===== src/bgst_pkg.sv =====
// bgst_pkg: shared types, constants and saturation helpers of the band gap and span tracker
// no dependencies; used by every module under src
package bgst_pkg;

    localparam int ENERGY_W = 32;
    localparam int WEIGHT_W = 16;
    localparam int SPAN_W   = 31;

    typedef logic signed [ENERGY_W-1:0] energy_t;
    typedef logic [WEIGHT_W-1:0]        weight_t;
    typedef logic [SPAN_W-1:0]          span_t;

    localparam energy_t E_MAX          = energy_t'(32'h7FFF_FFFF);
    localparam energy_t E_MIN          = energy_t'(32'h8000_0000);
    localparam weight_t THRESH_RESET   = weight_t'(16'd16384);
    localparam span_t   SPAN_MAX       = span_t'(31'h7FFF_FFFF);
    localparam span_t   SPAN_ZERO      = span_t'(31'd0);

    typedef struct packed {
        energy_t band_energy;
        weight_t band_weight;
        logic    last_band;
        logic    last_item;
    } band_item_t;

    // per-item view of the row state, values as left by this item
    typedef struct packed {
        logic    row_start;
        logic    end_row;
        logic    done;
        energy_t energy;
        logic    has_occ;
        energy_t occ_energy;
        logic    has_empty;
        energy_t empty_energy;
    } row_event_t;

    typedef struct packed {
        energy_t top_occupied;
        energy_t bottom_empty;
        energy_t lowest_first;
        energy_t highest_last;
        logic    any_occ;
        logic    any_empty;
    } run_summary_t;

    function automatic energy_t sat_gap(input energy_t bottom, input energy_t top);
        logic signed [ENERGY_W:0] diff;
        diff = {bottom[ENERGY_W-1], bottom} - {top[ENERGY_W-1], top};
        if (diff[ENERGY_W] != diff[ENERGY_W-1])
        begin
            return diff[ENERGY_W] ? E_MIN : E_MAX;
        end
        return diff[ENERGY_W-1:0];
    endfunction

    function automatic span_t sat_span(input energy_t high, input energy_t low);
        logic signed [ENERGY_W:0] diff;
        diff = {high[ENERGY_W-1], high} - {low[ENERGY_W-1], low};
        if (diff[ENERGY_W])
        begin
            return SPAN_ZERO;
        end
        if (diff[ENERGY_W-1])
        begin
            return SPAN_MAX;
        end
        return diff[SPAN_W-1:0];
    endfunction

endpackage


===== src/bgst_row_tracker.sv =====
// bgst_row_tracker: threshold register and per-row homo/lumo candidate state
// depends on bgst_pkg
module bgst_row_tracker (
    input  logic                  clk,
    input  logic                  rst_n,
    input  logic                  cfg_we,
    input  bgst_pkg::weight_t     cfg_wdata,
    input  logic                  item_fire,
    input  bgst_pkg::band_item_t  item,
    output bgst_pkg::row_event_t  row_event
);

    bgst_pkg::weight_t thresh_reg;
    logic              row_first_reg;
    logic              row_has_occ_reg;
    logic              prev_was_occ_reg;
    logic              row_has_empty_reg;
    bgst_pkg::energy_t row_occ_energy_reg;
    bgst_pkg::energy_t row_empty_energy_reg;

    logic              occ;
    logic              takes_empty;
    logic              end_row;
    logic              row_has_occ_next;
    logic              row_has_empty_next;
    bgst_pkg::energy_t row_occ_energy_next;
    bgst_pkg::energy_t row_empty_energy_next;

    always_comb
    begin
        occ                   = item.band_weight >= thresh_reg;
        takes_empty           = !occ && (prev_was_occ_reg || row_first_reg);
        end_row               = item.last_band || item.last_item;
        row_has_occ_next      = occ || row_has_occ_reg;
        row_occ_energy_next   = occ ? item.band_energy : row_occ_energy_reg;
        row_has_empty_next    = occ ? 1'b0 : (takes_empty || row_has_empty_reg);
        row_empty_energy_next = takes_empty ? item.band_energy : row_empty_energy_reg;

        row_event.row_start    = row_first_reg;
        row_event.end_row      = end_row;
        row_event.done         = item.last_item;
        row_event.energy       = item.band_energy;
        row_event.has_occ      = row_has_occ_next;
        row_event.occ_energy   = row_occ_energy_next;
        row_event.has_empty    = row_has_empty_next;
        row_event.empty_energy = row_empty_energy_next;
    end

    always_ff @(posedge clk or negedge rst_n)
    begin
        if (!rst_n)
        begin
            thresh_reg           <= bgst_pkg::THRESH_RESET;
            row_first_reg        <= 1'b1;
            row_has_occ_reg      <= 1'b0;
            prev_was_occ_reg     <= 1'b0;
            row_has_empty_reg    <= 1'b0;
            row_occ_energy_reg   <= '0;
            row_empty_energy_reg <= '0;
        end
        else
        begin
            if (cfg_we)
            begin
                thresh_reg <= cfg_wdata;
            end
            if (item_fire)
            begin
                if (end_row)
                begin
                    row_first_reg        <= 1'b1;
                    row_has_occ_reg      <= 1'b0;
                    prev_was_occ_reg     <= 1'b0;
                    row_has_empty_reg    <= 1'b0;
                    row_occ_energy_reg   <= '0;
                    row_empty_energy_reg <= '0;
                end
                else
                begin
                    row_first_reg        <= 1'b0;
                    row_has_occ_reg      <= row_has_occ_next;
                    prev_was_occ_reg     <= occ;
                    row_has_empty_reg    <= row_has_empty_next;
                    row_occ_energy_reg   <= row_occ_energy_next;
                    row_empty_energy_reg <= row_empty_energy_next;
                end
            end
        end
    end

`ifndef SYNTHESIS
    a_row_start_clean: assert property (@(posedge clk) disable iff (!rst_n)
        row_first_reg |-> (!row_has_occ_reg && !prev_was_occ_reg && !row_has_empty_reg))
        else $error("row starts with stale row state");
`endif

endmodule


===== src/bgst_run_accum.sv =====
// bgst_run_accum: run-wide extremes of occupied, empty, first and last band energies
// depends on bgst_pkg; fed by bgst_row_tracker
module bgst_run_accum (
    input  logic                    clk,
    input  logic                    rst_n,
    input  logic                    item_fire,
    input  bgst_pkg::row_event_t    row_event,
    output bgst_pkg::run_summary_t  summary
);

    bgst_pkg::run_summary_t acc_reg;
    bgst_pkg::run_summary_t acc_next;

    always_comb
    begin
        acc_next = acc_reg;
        if (row_event.row_start && (row_event.energy < acc_reg.lowest_first))
        begin
            acc_next.lowest_first = row_event.energy;
        end
        if (row_event.end_row)
        begin
            if (row_event.energy > acc_reg.highest_last)
            begin
                acc_next.highest_last = row_event.energy;
            end
            if (row_event.has_occ)
            begin
                acc_next.any_occ = 1'b1;
                if (row_event.occ_energy > acc_reg.top_occupied)
                begin
                    acc_next.top_occupied = row_event.occ_energy;
                end
            end
            if (row_event.has_empty)
            begin
                acc_next.any_empty = 1'b1;
                if (row_event.empty_energy < acc_reg.bottom_empty)
                begin
                    acc_next.bottom_empty = row_event.empty_energy;
                end
            end
        end
        summary = acc_next;
    end

    always_ff @(posedge clk or negedge rst_n)
    begin
        if (!rst_n)
        begin
            acc_reg.top_occupied <= bgst_pkg::E_MIN;
            acc_reg.bottom_empty <= bgst_pkg::E_MAX;
            acc_reg.lowest_first <= bgst_pkg::E_MAX;
            acc_reg.highest_last <= bgst_pkg::E_MIN;
            acc_reg.any_occ      <= 1'b0;
            acc_reg.any_empty    <= 1'b0;
        end
        else if (item_fire)
        begin
            if (row_event.done)
            begin
                acc_reg.top_occupied <= bgst_pkg::E_MIN;
                acc_reg.bottom_empty <= bgst_pkg::E_MAX;
                acc_reg.lowest_first <= bgst_pkg::E_MAX;
                acc_reg.highest_last <= bgst_pkg::E_MIN;
                acc_reg.any_occ      <= 1'b0;
                acc_reg.any_empty    <= 1'b0;
            end
            else
            begin
                acc_reg <= acc_next;
            end
        end
    end

`ifndef SYNTHESIS
    a_no_occ_top_min: assert property (@(posedge clk) disable iff (!rst_n)
        !acc_reg.any_occ |-> (acc_reg.top_occupied == bgst_pkg::E_MIN))
        else $error("top occupied moved without an occupied band");
    a_no_empty_bottom_max: assert property (@(posedge clk) disable iff (!rst_n)
        !acc_reg.any_empty |-> (acc_reg.bottom_empty == bgst_pkg::E_MAX))
        else $error("bottom empty moved without an empty band");
    a_done_clears: assert property (@(posedge clk) disable iff (!rst_n)
        (item_fire && row_event.done) |=> (!acc_reg.any_occ && !acc_reg.any_empty))
        else $error("run state not cleared after last item");
`endif

endmodule


===== src/bgst_result.sv =====
// bgst_result: run summary holding stage, gap and span saturation, output register
// depends on bgst_pkg; fed by bgst_run_accum
module bgst_result (
    input  logic                    clk,
    input  logic                    rst_n,
    input  logic                    snap_load,
    input  bgst_pkg::run_summary_t  summary,
    output logic                    snap_ready,
    output logic                    out_valid,
    input  logic                    out_ready,
    output bgst_pkg::energy_t       band_gap,
    output bgst_pkg::span_t         energy_span,
    output logic                    found_occupied,
    output logic                    found_empty
);

    logic                   snap_valid_reg;
    bgst_pkg::run_summary_t snap_reg;
    logic                   out_valid_reg;
    bgst_pkg::energy_t      gap_reg;
    bgst_pkg::span_t        span_reg;
    logic                   found_occ_reg;
    logic                   found_empty_reg;

    logic                   out_free;
    logic                   snap_valid_next;
    logic                   out_valid_next;

    always_comb
    begin
        out_free        = !out_valid_reg || out_ready;
        snap_ready      = !snap_valid_reg || out_free;
        snap_valid_next = snap_load ? 1'b1 : (out_free ? 1'b0 : snap_valid_reg);
        out_valid_next  = out_free ? snap_valid_reg : out_valid_reg;
    end

    always_ff @(posedge clk or negedge rst_n)
    begin
        if (!rst_n)
        begin
            snap_valid_reg <= 1'b0;
            out_valid_reg  <= 1'b0;
        end
        else
        begin
            snap_valid_reg <= snap_valid_next;
            out_valid_reg  <= out_valid_next;
        end
    end

    always_ff @(posedge clk)
    begin
        if (snap_load)
        begin
            snap_reg <= summary;
        end
        if (out_free && snap_valid_reg)
        begin
            gap_reg         <= bgst_pkg::sat_gap(snap_reg.bottom_empty, snap_reg.top_occupied);
            span_reg        <= bgst_pkg::sat_span(snap_reg.highest_last, snap_reg.lowest_first);
            found_occ_reg   <= snap_reg.any_occ;
            found_empty_reg <= snap_reg.any_empty;
        end
    end

    assign out_valid      = out_valid_reg;
    assign band_gap       = gap_reg;
    assign energy_span    = span_reg;
    assign found_occupied = found_occ_reg;
    assign found_empty    = found_empty_reg;

`ifndef SYNTHESIS
    a_snap_held: assert property (@(posedge clk) disable iff (!rst_n)
        (snap_valid_reg && !out_free) |=> (snap_valid_reg && $stable(snap_reg)))
        else $error("held run summary lost or changed");
`endif

endmodule


===== src/band_gap_and_span_tracker_unit.sv =====
// band_gap_and_span_tracker_unit: top level, input register and stream ports
// depends on bgst_pkg, bgst_row_tracker, bgst_run_accum, bgst_result
//
// channel   dir  handshake          payload
// s_*       in   s_tvalid/s_tready  tdata band_energy, band_weight; tlast last_item;
//                                   tuser last_band
// m_*       out  m_tvalid/m_tready  tdata band_gap, energy_span; tuser found flags
// cfg_*     in   cfg_we             cfg_wdata occupied_threshold
//
// one band item per cycle sustained while s_tready stays high; input register, then row and run update
// one result per last item, carried through the input, summary and output registers
// m_tready low holds the result; the summary stage behind it keeps one more
// run, after which a last item waits in the input register and s_tready drops
// rst_n clears all control state and sets the threshold to 1.0
module band_gap_and_span_tracker_unit (
    input  logic        clk,
    input  logic        rst_n,
    input  logic        s_tvalid,
    output logic        s_tready,
    input  logic [47:0] s_tdata,   // band_energy[31:0], band_weight[47:32]
    input  logic        s_tlast,
    input  logic        s_tuser,   // last_band
    output logic        m_tvalid,
    input  logic        m_tready,
    output logic [63:0] m_tdata,   // band_gap[31:0], energy_span[62:32], zero[63]
    output logic [1:0]  m_tuser,   // found_occupied[0], found_empty[1]
    input  logic        cfg_we,
    input  logic [15:0] cfg_wdata
);

    logic                   in_valid_reg;
    bgst_pkg::band_item_t   in_item_reg;
    logic                   in_valid_next;
    logic                   in_accept;
    logic                   in_fire;
    logic                   snap_ready;
    bgst_pkg::row_event_t   row_event;
    bgst_pkg::run_summary_t summary;
    bgst_pkg::energy_t      band_gap;
    bgst_pkg::span_t        energy_span;
    logic                   found_occupied;
    logic                   found_empty;

    always_comb
    begin
        in_fire       = in_valid_reg && (!in_item_reg.last_item || snap_ready);
        s_tready      = !in_valid_reg || in_fire;
        in_accept     = s_tvalid && s_tready;
        in_valid_next = in_accept ? 1'b1 : (in_fire ? 1'b0 : in_valid_reg);
    end

    always_ff @(posedge clk or negedge rst_n)
    begin
        if (!rst_n)
        begin
            in_valid_reg <= 1'b0;
        end
        else
        begin
            in_valid_reg <= in_valid_next;
        end
    end

    always_ff @(posedge clk)
    begin
        if (in_accept)
        begin
            in_item_reg.band_energy <= s_tdata[31:0];
            in_item_reg.band_weight <= s_tdata[47:32];
            in_item_reg.last_band   <= s_tuser;
            in_item_reg.last_item   <= s_tlast;
        end
    end

    bgst_row_tracker u_row_tracker (
        .clk       (clk),
        .rst_n     (rst_n),
        .cfg_we    (cfg_we),
        .cfg_wdata (cfg_wdata),
        .item_fire (in_fire),
        .item      (in_item_reg),
        .row_event (row_event)
    );

    bgst_run_accum u_run_accum (
        .clk       (clk),
        .rst_n     (rst_n),
        .item_fire (in_fire),
        .row_event (row_event),
        .summary   (summary)
    );

    bgst_result u_result (
        .clk            (clk),
        .rst_n          (rst_n),
        .snap_load      (in_fire && in_item_reg.last_item),
        .summary        (summary),
        .snap_ready     (snap_ready),
        .out_valid      (m_tvalid),
        .out_ready      (m_tready),
        .band_gap       (band_gap),
        .energy_span    (energy_span),
        .found_occupied (found_occupied),
        .found_empty    (found_empty)
    );

    assign m_tdata = {1'b0, energy_span, band_gap};
    assign m_tuser = {found_empty, found_occupied};

endmodule


===== config.mk =====
export PLATFORM = sky130hd
export DESIGN_NAME = band_gap_and_span_tracker_unit
export DESIGN_NICKNAME = d
export VERILOG_FILES = /design/src/bgst_pkg.sv /design/src/bgst_row_tracker.sv /design/src/bgst_run_accum.sv /design/src/bgst_result.sv /design/src/band_gap_and_span_tracker_unit.sv
export SDC_FILE = /design/constraint.sdc
export NUM_CORES = 1
export LEC_CHECK = 0
export ABC_CLOCK_PERIOD_IN_PS = 13100
export BUFFER_PORTS_ARGS = -buffer_cell sky130_fd_sc_hd__buf_4
export CAP_MARGIN = 40
export CELL_PAD_IN_SITES_DETAIL_PLACEMENT = 1
export CELL_PAD_IN_SITES_GLOBAL_PLACEMENT = 2
export CORE_UTILIZATION = 30
export DETAILED_ROUTE_END_ITERATION = 8
export PLACE_DENSITY = 0.68
export SLEW_MARGIN = 10
export SYNTH_ARGS = -nofsm -noshare
export SYNTH_HDL_FRONTEND = slang
export SYNTH_SLANG_ARGS = --single-unit

===== constraint.sdc =====
create_clock -name clk -period 13.1 [get_ports clk]
set_input_delay 1.31 -clock clk [delete_from_list [all_inputs] [get_ports clk]]
set_output_delay 1.31 -clock clk [all_outputs]
set_load 0.03 [all_outputs]

==> summary.md, run 1 <==
| Metric | Value |
|---|---|
| Worst R2R End | `u_run_accum.acc_reg[69]$_DFFE_PN1P_` |
| Root buffer selected by CTS | `clkbuf_16` |
| Setup Viol. Count Final | `0` |
| Largest cells by area after synthesis | `edfxtp_1 (28%), dfrtp_1 (15%), ha_1 (9.9%), dfstp_2 (6.7%), inv_1 (4.3%)` |
| Cell area after synthesis | `around 26000 um^2` |
| Yosys cell types | `79` |
| Ys async rst share | `about 47%` |
| Hold_sp | `u_result.snap_reg[0]$_DFFE_PP_` |
| Endpoint class of the critical path | `flip-flop` |
| Worst Path Max Fanout | `92` |
| Synth Warn # | `0` |
| Starting density of the core | `30.4%` |
| FP Rows | `between 100 and 150` |
| Post-Syn Nets | `2766` |
| Die X | `296 um` |
| Largest family of logic cells by synthesized area | `compound AO/OA/AOI/OAI gates` |
| Detailed Place HPWL | `about 53000 um` |
| Leakage power | `13.2 nW` |
| First-pass GRT wire length | `119000 um` |
| ANT nets after route | `0` |
| Pre-antenna DRT Iters | `5` |
| Slew @ Worst Pin | `931 ps` |
| Initial antenna violation count | `4` |
| Synth Area in Compound Gates | `16.5%` |
| R2r startpoint | `in_item_reg[11]$_DFFE_PP_` |
| Synthesis-to-finish area growth | `16.6%` |
| Max Cap Viol | `0` |
| Final WL | `between 70000 and 80000 um` |
| Period minus WS final | `5790 ps` |
| RSZ-0062 raised after global routing | `no` |
| Vias in the first global route | `just over 20000` |
| Die Ht | `between 200 and 300 um` |
| Period utilization | `44.2%` |
| Final Hold Viols | `0` |
| Ratio of cells with drive above 1 in the final layout | `15.3%` |
| Synth Area in XOR/XNOR | `1.52%` |
| Largest net degree at the start of global routing | `101` |
| RePlAce Congestion | `0.809` |
| Setup Crit Path Kind | `reg -> reg` |
| Grt ovf | `0` |
| Avg Inst Size Synth | `10.5 um^2` |
| Post-synth EDFFs | `245` |
| Pwr/cell area | `190 nW/um^2` |
| DIE AREA | `87800 um^2` |
| Via density | `5.16` |
| Fin Setup TNS | `0 ps` |
| Clk_skew | `25.7 ps` |
| Slew Limit Fails | `0` |
| Placed cells | `3677` |
| CTS resizes | `0` |
| Antenna cell count | `0` |
| Setup crit start kind | `flip-flop` |
| Port-buffer cells | `around 140` |
| Cts hold-fix bufs | `0` |
| CTS sink cnt | `462` |
| DR iter-0 viols | `946` |
| Part of the Yosys area used for sequential elements | `49.5%` |
| Nets | `2873` |
| Cells after synthesis | `2487` |
| Post-Synth Adder-Cell Area | `roughly a tenth` |
| Yosys top cell by area | `edfxtp_1` |
| Worst hold-check path type | `reg -> reg` |
| Worst vdd ir | `around 0.1 mV` |
| Via count | `19500` |
| Total clock buffers created by CTS | `57` |
| TritonCTS clock tree | `built` |
| Mux cell area share after synthesis | `5.46%` |
| R2R setup slack | `7310 ps` |
| Skew-Pair Late Insertion Delay | `620 ps` |
| Hold depth | `0` |
| Critical Path AT | `about 6300 ps` |
| Post-CTS Setup Bufs | `0` |
| FILL cells | `9497` |
| Slew HR | `37.9%` |
| Prevailing post-synth register cell | `edfxtp_1` |
| CTS max path bufs | `3` |
| Final Non-Filler Cells | `~3800` |
| Remaining DRCs | `0` |
| #FFs+latches synth | `462` |
| Num ports | `around 140` |
| Maximum clock frequency | `0.173 GHz` |
| CP required | `13610 ps` |
| CTS clk-pin slew, worst paths | `approximately 60 ps` |
| R2r worst-path depth | `21` |
| Status | `completed` |
| H-tree depth | `2` |
| Core Area | `85500 um^2` |
| Post-synth top area share | `28.3%` |
| Simple-Gate Fraction of Synth Area | `10.0%` |
| Gr usage total | `17.4%` |
| Hold Path End | `u_result.found_empty$_DFFE_PP_` |
| Routed wire per std cell | `20.0 um` |
==> power by group <==
group | total, W | switching [W] | leakage (nW) | internal (W)
clock network | 0.00158 | 0.000652 | 0.909 | 0.000927
logic | 0.00200 | 0.00120 | 7.29 | 0.000797
registers | 0.00217 | 0.000203 | 5.01 | 0.00197
total | 0.00575 | 0.00206 | 13.2 | 0.00370
==> cells in the final DEF, fill, tap and decap left out, types with 66 or more instances in the layout <==
cell type and n:
a21oi_1 172, buf_4 162, dfrtp_1 151, dfstp_2 66, edfxtp_1 245, ha_1 206, inv_1 299, mux2i_1 71
nand2_1 193, nor2_1 116, nor3_1 78, o21ai_0 167
==> worst max-delay path, stage by stage (launching register included) <==
cell       delay, ps
edfxtp_1         370
ha_1             330
a21o_1           190
a21o_1           170
a21oi_1          250
o211a_1          310
o21ai_4           80
buf_4            300
mux2i_1          380
inv_1             90
ha_1             310
a21o_1           190
a21o_1           160
a21oi_1          150
o21ai_0          160
a211o_1          350
a2111oi_2        400
o311a_4          470
buf_4            240
buf_16           290
nor3_1            80
a311oi_1         270
==> per-layer routing <==
metal	GRT usage, %	vias up	routed length (um)
met1	22.4	9837	34000
li1	-	9247	-
met5	0	-	50
met2	29.4	314	36200
met3	3.29	111	3500
met4	5.02	8	1980
==> cells by family (layout without fill, tap and decap cells) <==
| logic type | after synthesis | count (layout) |
|---|---|---|
| AO/OA/AOI/OAI | 642 | 642 |
| AND/OR/NAND/NOR | 562 | 562 |
| flip-flops | 462 | 462 |
| buffers and inverters | 425 | 580 |
| adder cells (fa/ha/maj) | 216 | 216 |
| multiplexers | 134 | 134 |
| XOR/XNOR | 45 | 45 |
| other | 1 | 1 |
==> worst max-delay path by stage <==
stage | start | endpoint | slack, ps | cells past startpoint
after floorplan | m_tready | u_result.snap_reg[0]$_DFFE_PP_ | 5160 | 5
after global placement | u_row_tracker.thresh_reg[0]$_DFFE_PN0P_ | u_result.snap_reg[86]$_DFFE_PP_ | 7170 | 19
after detailed placement | in_item_reg[11]$_DFFE_PP_ | u_result.snap_reg[86]$_DFFE_PP_ | 7000 | 19
after CTS | in_item_reg[11]$_DFFE_PP_ | u_run_accum.acc_reg[84]$_DFFE_PN1P_ | 6950 | 20
after global routing | in_item_reg[11]$_DFFE_PP_ | u_run_accum.acc_reg[84]$_DFFE_PN1P_ | 6890 | 20
final | in_item_reg[11]$_DFFE_PP_ | u_run_accum.acc_reg[69]$_DFFE_PN1P_ | 7310 | 21
==> cell usage after synthesis, types with 9 or more instances <==
cell type,number
a211oi_1,11
a21o_1,59
a21oi_1,172
a221oi_1,22
a311oi_1,32
a32o_1,30
and3_1,12
buf_2,41
buf_4,11
clkbuf_1,67
dfrtp_1,151
dfstp_2,66
edfxtp_1,245
ha_1,206
inv_1,299
mux2_1,21
mux2_2,42
mux2i_1,71
nand2_1,195
nand2b_1,15
nand3_1,44
nand4_1,26
nor2_1,118
nor2b_1,13
nor3_1,78
nor4_1,25
o211ai_1,13
o21a_1,21
o21ai_0,168
o311ai_0,32
o32a_1,10
or2_2,9
xnor2_1,25
xor2_1,20
==> per-stage QoR <==
stage	instance area (um^2)	power (W)	setup slack [ps]	hold slack [ps]	util, %
final	30300	0.00575	7310	421	35.4
after global routing	30300	0.00613	6890	436	35.4
after CTS	30300	0.00583	6950	424	35.4
after detailed placement	28400	0.00421	7000	408	33.2
after global placement	28200	0.00411	7170	401	32.9
after floorplan	26000	0.00360	5160	400	-
==> final cells by class <==
type	instances	area [um^2]	share of cell area [%]
inverter	299	1120	3.70
tap	1144	1430	4.72
multi-input combinational	1600	11500	37.9
timing repair buffer	174	1500	4.94
clock inverter	19	161	0.532
sequential	462	12900	42.5
clock buffer	88	1730	5.70
(Power assumes the default switching activity.)
==> inputs of run 2 (changes only) <==
--- a/config.mk
+++ b/config.mk
@@ -5,7 +5,7 @@
 export SDC_FILE = /design/constraint.sdc
 export NUM_CORES = 1
 export LEC_CHECK = 0
-export ABC_CLOCK_PERIOD_IN_PS = 13100
+export ABC_CLOCK_PERIOD_IN_PS = 5850
 export BUFFER_PORTS_ARGS = -buffer_cell sky130_fd_sc_hd__buf_4
 export CAP_MARGIN = 40
 export CELL_PAD_IN_SITES_DETAIL_PLACEMENT = 1
==> constraint.sdc (replaced) <==
create_clock -name clk -period 5.85 [get_ports clk]
set_input_delay 0.585 -clock clk [delete_from_list [all_inputs] [get_ports clk]]
set_output_delay 0.585 -clock clk [all_outputs]
set_load 0.03 [all_outputs]
==> summary.md, run 2 (synthesis results as in run 1) <==
| Metric | Value |
|---|---|
| Grt ovf | `0` |
| Remaining DRCs | `0` |
| Final WL | `roughly 76000 um` |
| Leakage power | `around 14 nW` |
| CTS max path bufs | `3` |
| Num ports | `139` |
| Setup Viol. Count Final | `0` |
| Total clock buffers created by CTS | `56` |
| Core Area | `85500 um^2` |
| Setup Crit Path Kind | `reg -> reg` |
| Commonest non-fill, non-tap cells in the layout | `inv_1 (299), edfxtp_1 (245), ha_1 (206)` |
| Period utilization | `between 90% and 100%` |
| Vias in the first global route | `about 21000` |
| Period minus WS final | `5440 ps` |
| Via density | `around 5.1` |
| Slew @ Worst Pin | `905 ps` |
| CP required | `6360 ps` |
| Die X | `a little under 300 um` |
| Status | `completed` |
| Worst Path Max Fanout | `55` |
| Worst vdd ir | `between 0.2 and 0.25 mV` |
| Root buffer selected by CTS | `clkbuf_16` |
| Endpoint class of the critical path | `flip-flop` |
| Setup ws final | `415 ps` |
| DR iter-0 viols | `906` |
| Antenna cell count | `0` |
| Nets | `2920` |
| Via count | `19500` |
| First-pass GRT wire length | `roughly 120000 um` |
| Synthesis-to-finish area growth | `18.6%` |
| Final Instance Area | `a little over 30000 um^2` |
| DIE AREA | `87800 um^2` |
| Routed wire per std cell | `slightly below 20 um` |
| Port-buffer cells | `137` |
| Die Ht | `just under 300 um` |
| Most common cell after layout, fill and taps aside | `inv_1` |
| Gr usage total | `17.3%` |
| Placed cells | `~3700` |
| Clk_skew | `33.6 ps` |
| Max Cap Viol | `0` |
| Pre-antenna DRT Iters | `5` |
| CTS sink cnt | `462` |
| Initial antenna violation count | `2` |
| Skew-Pair Late Insertion Delay | `640 ps` |
| Critical Path AT | `5940 ps` |
| Maximum clock frequency | `0.184 GHz` |
| CTS clk-pin slew, worst paths | `60 ps` |
| ANT nets after route | `0` |
| Final Non-Filler Cells | `3833` |
| Slew Limit Fails | `0` |
| TritonCTS clock tree | `built` |
| DP Worst Slack | `-66.5 ps` |
| Largest net degree at the start of global routing | `110` |
| Final design utilization | `36.0%` |
| Final Hold Viols | `0` |
| FP Rows | `about 110` |
| Worst hold-check path type | `in -> reg` |
| Area after DPL | `28700 um^2` |
| Setup crit start kind | `flip-flop` |
| Starting density of the core | `30.4%` |
| Ratio of cells with drive above 1 in the final layout | `between 10% and 20%` |
| Detailed Place HPWL | `53800 um` |
| Slew HR | `about two fifths` |
| RePlAce Congestion | `0.809` |
| Pwr/cell area | `between 400 and 500 nW/um^2` |
| RSZ-0062 raised after global routing | `no` |
| H-tree depth | `2` |
-- run 2: changes by cell type in the layout (fill, tap and decap cells not counted), moves of 2 or more --
cell / previous run / this run
bufinv_16: 1 / 6
buf_12: 3 / 11
buf_16: 7 / 2
clkbuf_1: 16 / 5
clkbuf_8: 13 / 11
clkinv_4: 3 / 1
clkinv_2: 5 / 14
clkinvlp_4: 6 / 3
buf_4: 162 / 203
-- run 2: power breakdown --
group          switching [W]  leakage [nW]  internal, W  total, W
logic                0.00276          7.52      0.00192   0.00468
clock network        0.00149          1.00      0.00229   0.00377
registers           0.000456          5.01      0.00441   0.00487
total                0.00470          13.5      0.00862    0.0133
-- run 2: final timing paths --
kind,start,end,slack [ps],cells past startpoint
min in group asynchronous,rst_n,u_row_tracker.thresh_reg[1]$_DFFE_PN0P_,390,2
max,u_row_tracker.thresh_reg[13]$_DFFE_PN0P_,u_run_accum.acc_reg[68]$_DFFE_PN1P_,410,20
max reg2reg,u_row_tracker.thresh_reg[13]$_DFFE_PN0P_,u_run_accum.acc_reg[68]$_DFFE_PN1P_,410,20
min,s_tdata[3],in_item_reg[21]$_DFFE_PP_,120,1
max in group asynchronous,rst_n,u_row_tracker.row_empty_energy_reg[2]$_DFFE_PN0P_,4000,4
min reg2reg,u_result.snap_reg[1]$_DFFE_PP_,u_result.found_occupied$_DFFE_PP_,430,0
-- run 2: worst max-delay path, cell delays in order (launching register included) --
cell,delay [ps]
dfrtp_1,350
inv_1,90
ha_1,250
a21o_1,200
a21o_1,180
a21oi_1,280
nor2b_1,260
o21ai_4,130
buf_4,180
a21oi_1,290
inv_1,80
ha_1,370
or4b_1,450
a21oi_1,150
o41ai_1,100
a211o_1,340
a2111oi_4,510
o311a_4,450
buf_12,260
nor3_1,70
a311oi_1,280
-- run 2: repair_timing --
| action | in CTS | in global routing |
|---|---|---|
| hold buffers | 1 | 0 |
| resized for setup | 0 | 1 |
| endpoints found under the setup margin | 36 | 45 |
| gates cloned | 0 | 1 |
| setup buffers | 3 | 0 |
| pin swaps | 1 | 1 |
| hold endpoints to repair | 14 | 0 |
-- run 2: area by class of cell --
type / instances / area, um^2
clock buffer: 76 / 1680
multi-input combinational: 1601 / 11500
tap: 1144 / 1430
timing repair buffer: 221 / 1860
fill: 9445 / 54700
clock inverter: 30 / 343
inverter: 299 / 1120
sequential: 462 / 12900
-- run 2: metrics by stage --
stage	hold WS [ps]	TNS, ps	total power, W
after CTS	83.0	0	0.0135
after floorplan	289	0	0.00807
after global routing	94.2	0	0.0142
after global placement	405	0	0.00940
after detailed placement	427	-204	0.00960
final	125	0	0.0133
-- run 2: layer usage --
layer,GRT usage [%],vias up,part of all wire (%)
met4,4.59,4,2.1
li1,-,9337,-
met1,23.0,9816,46
met2,29.3,279,48
met5,0,-,0.032
met3,2.67,97,3.8
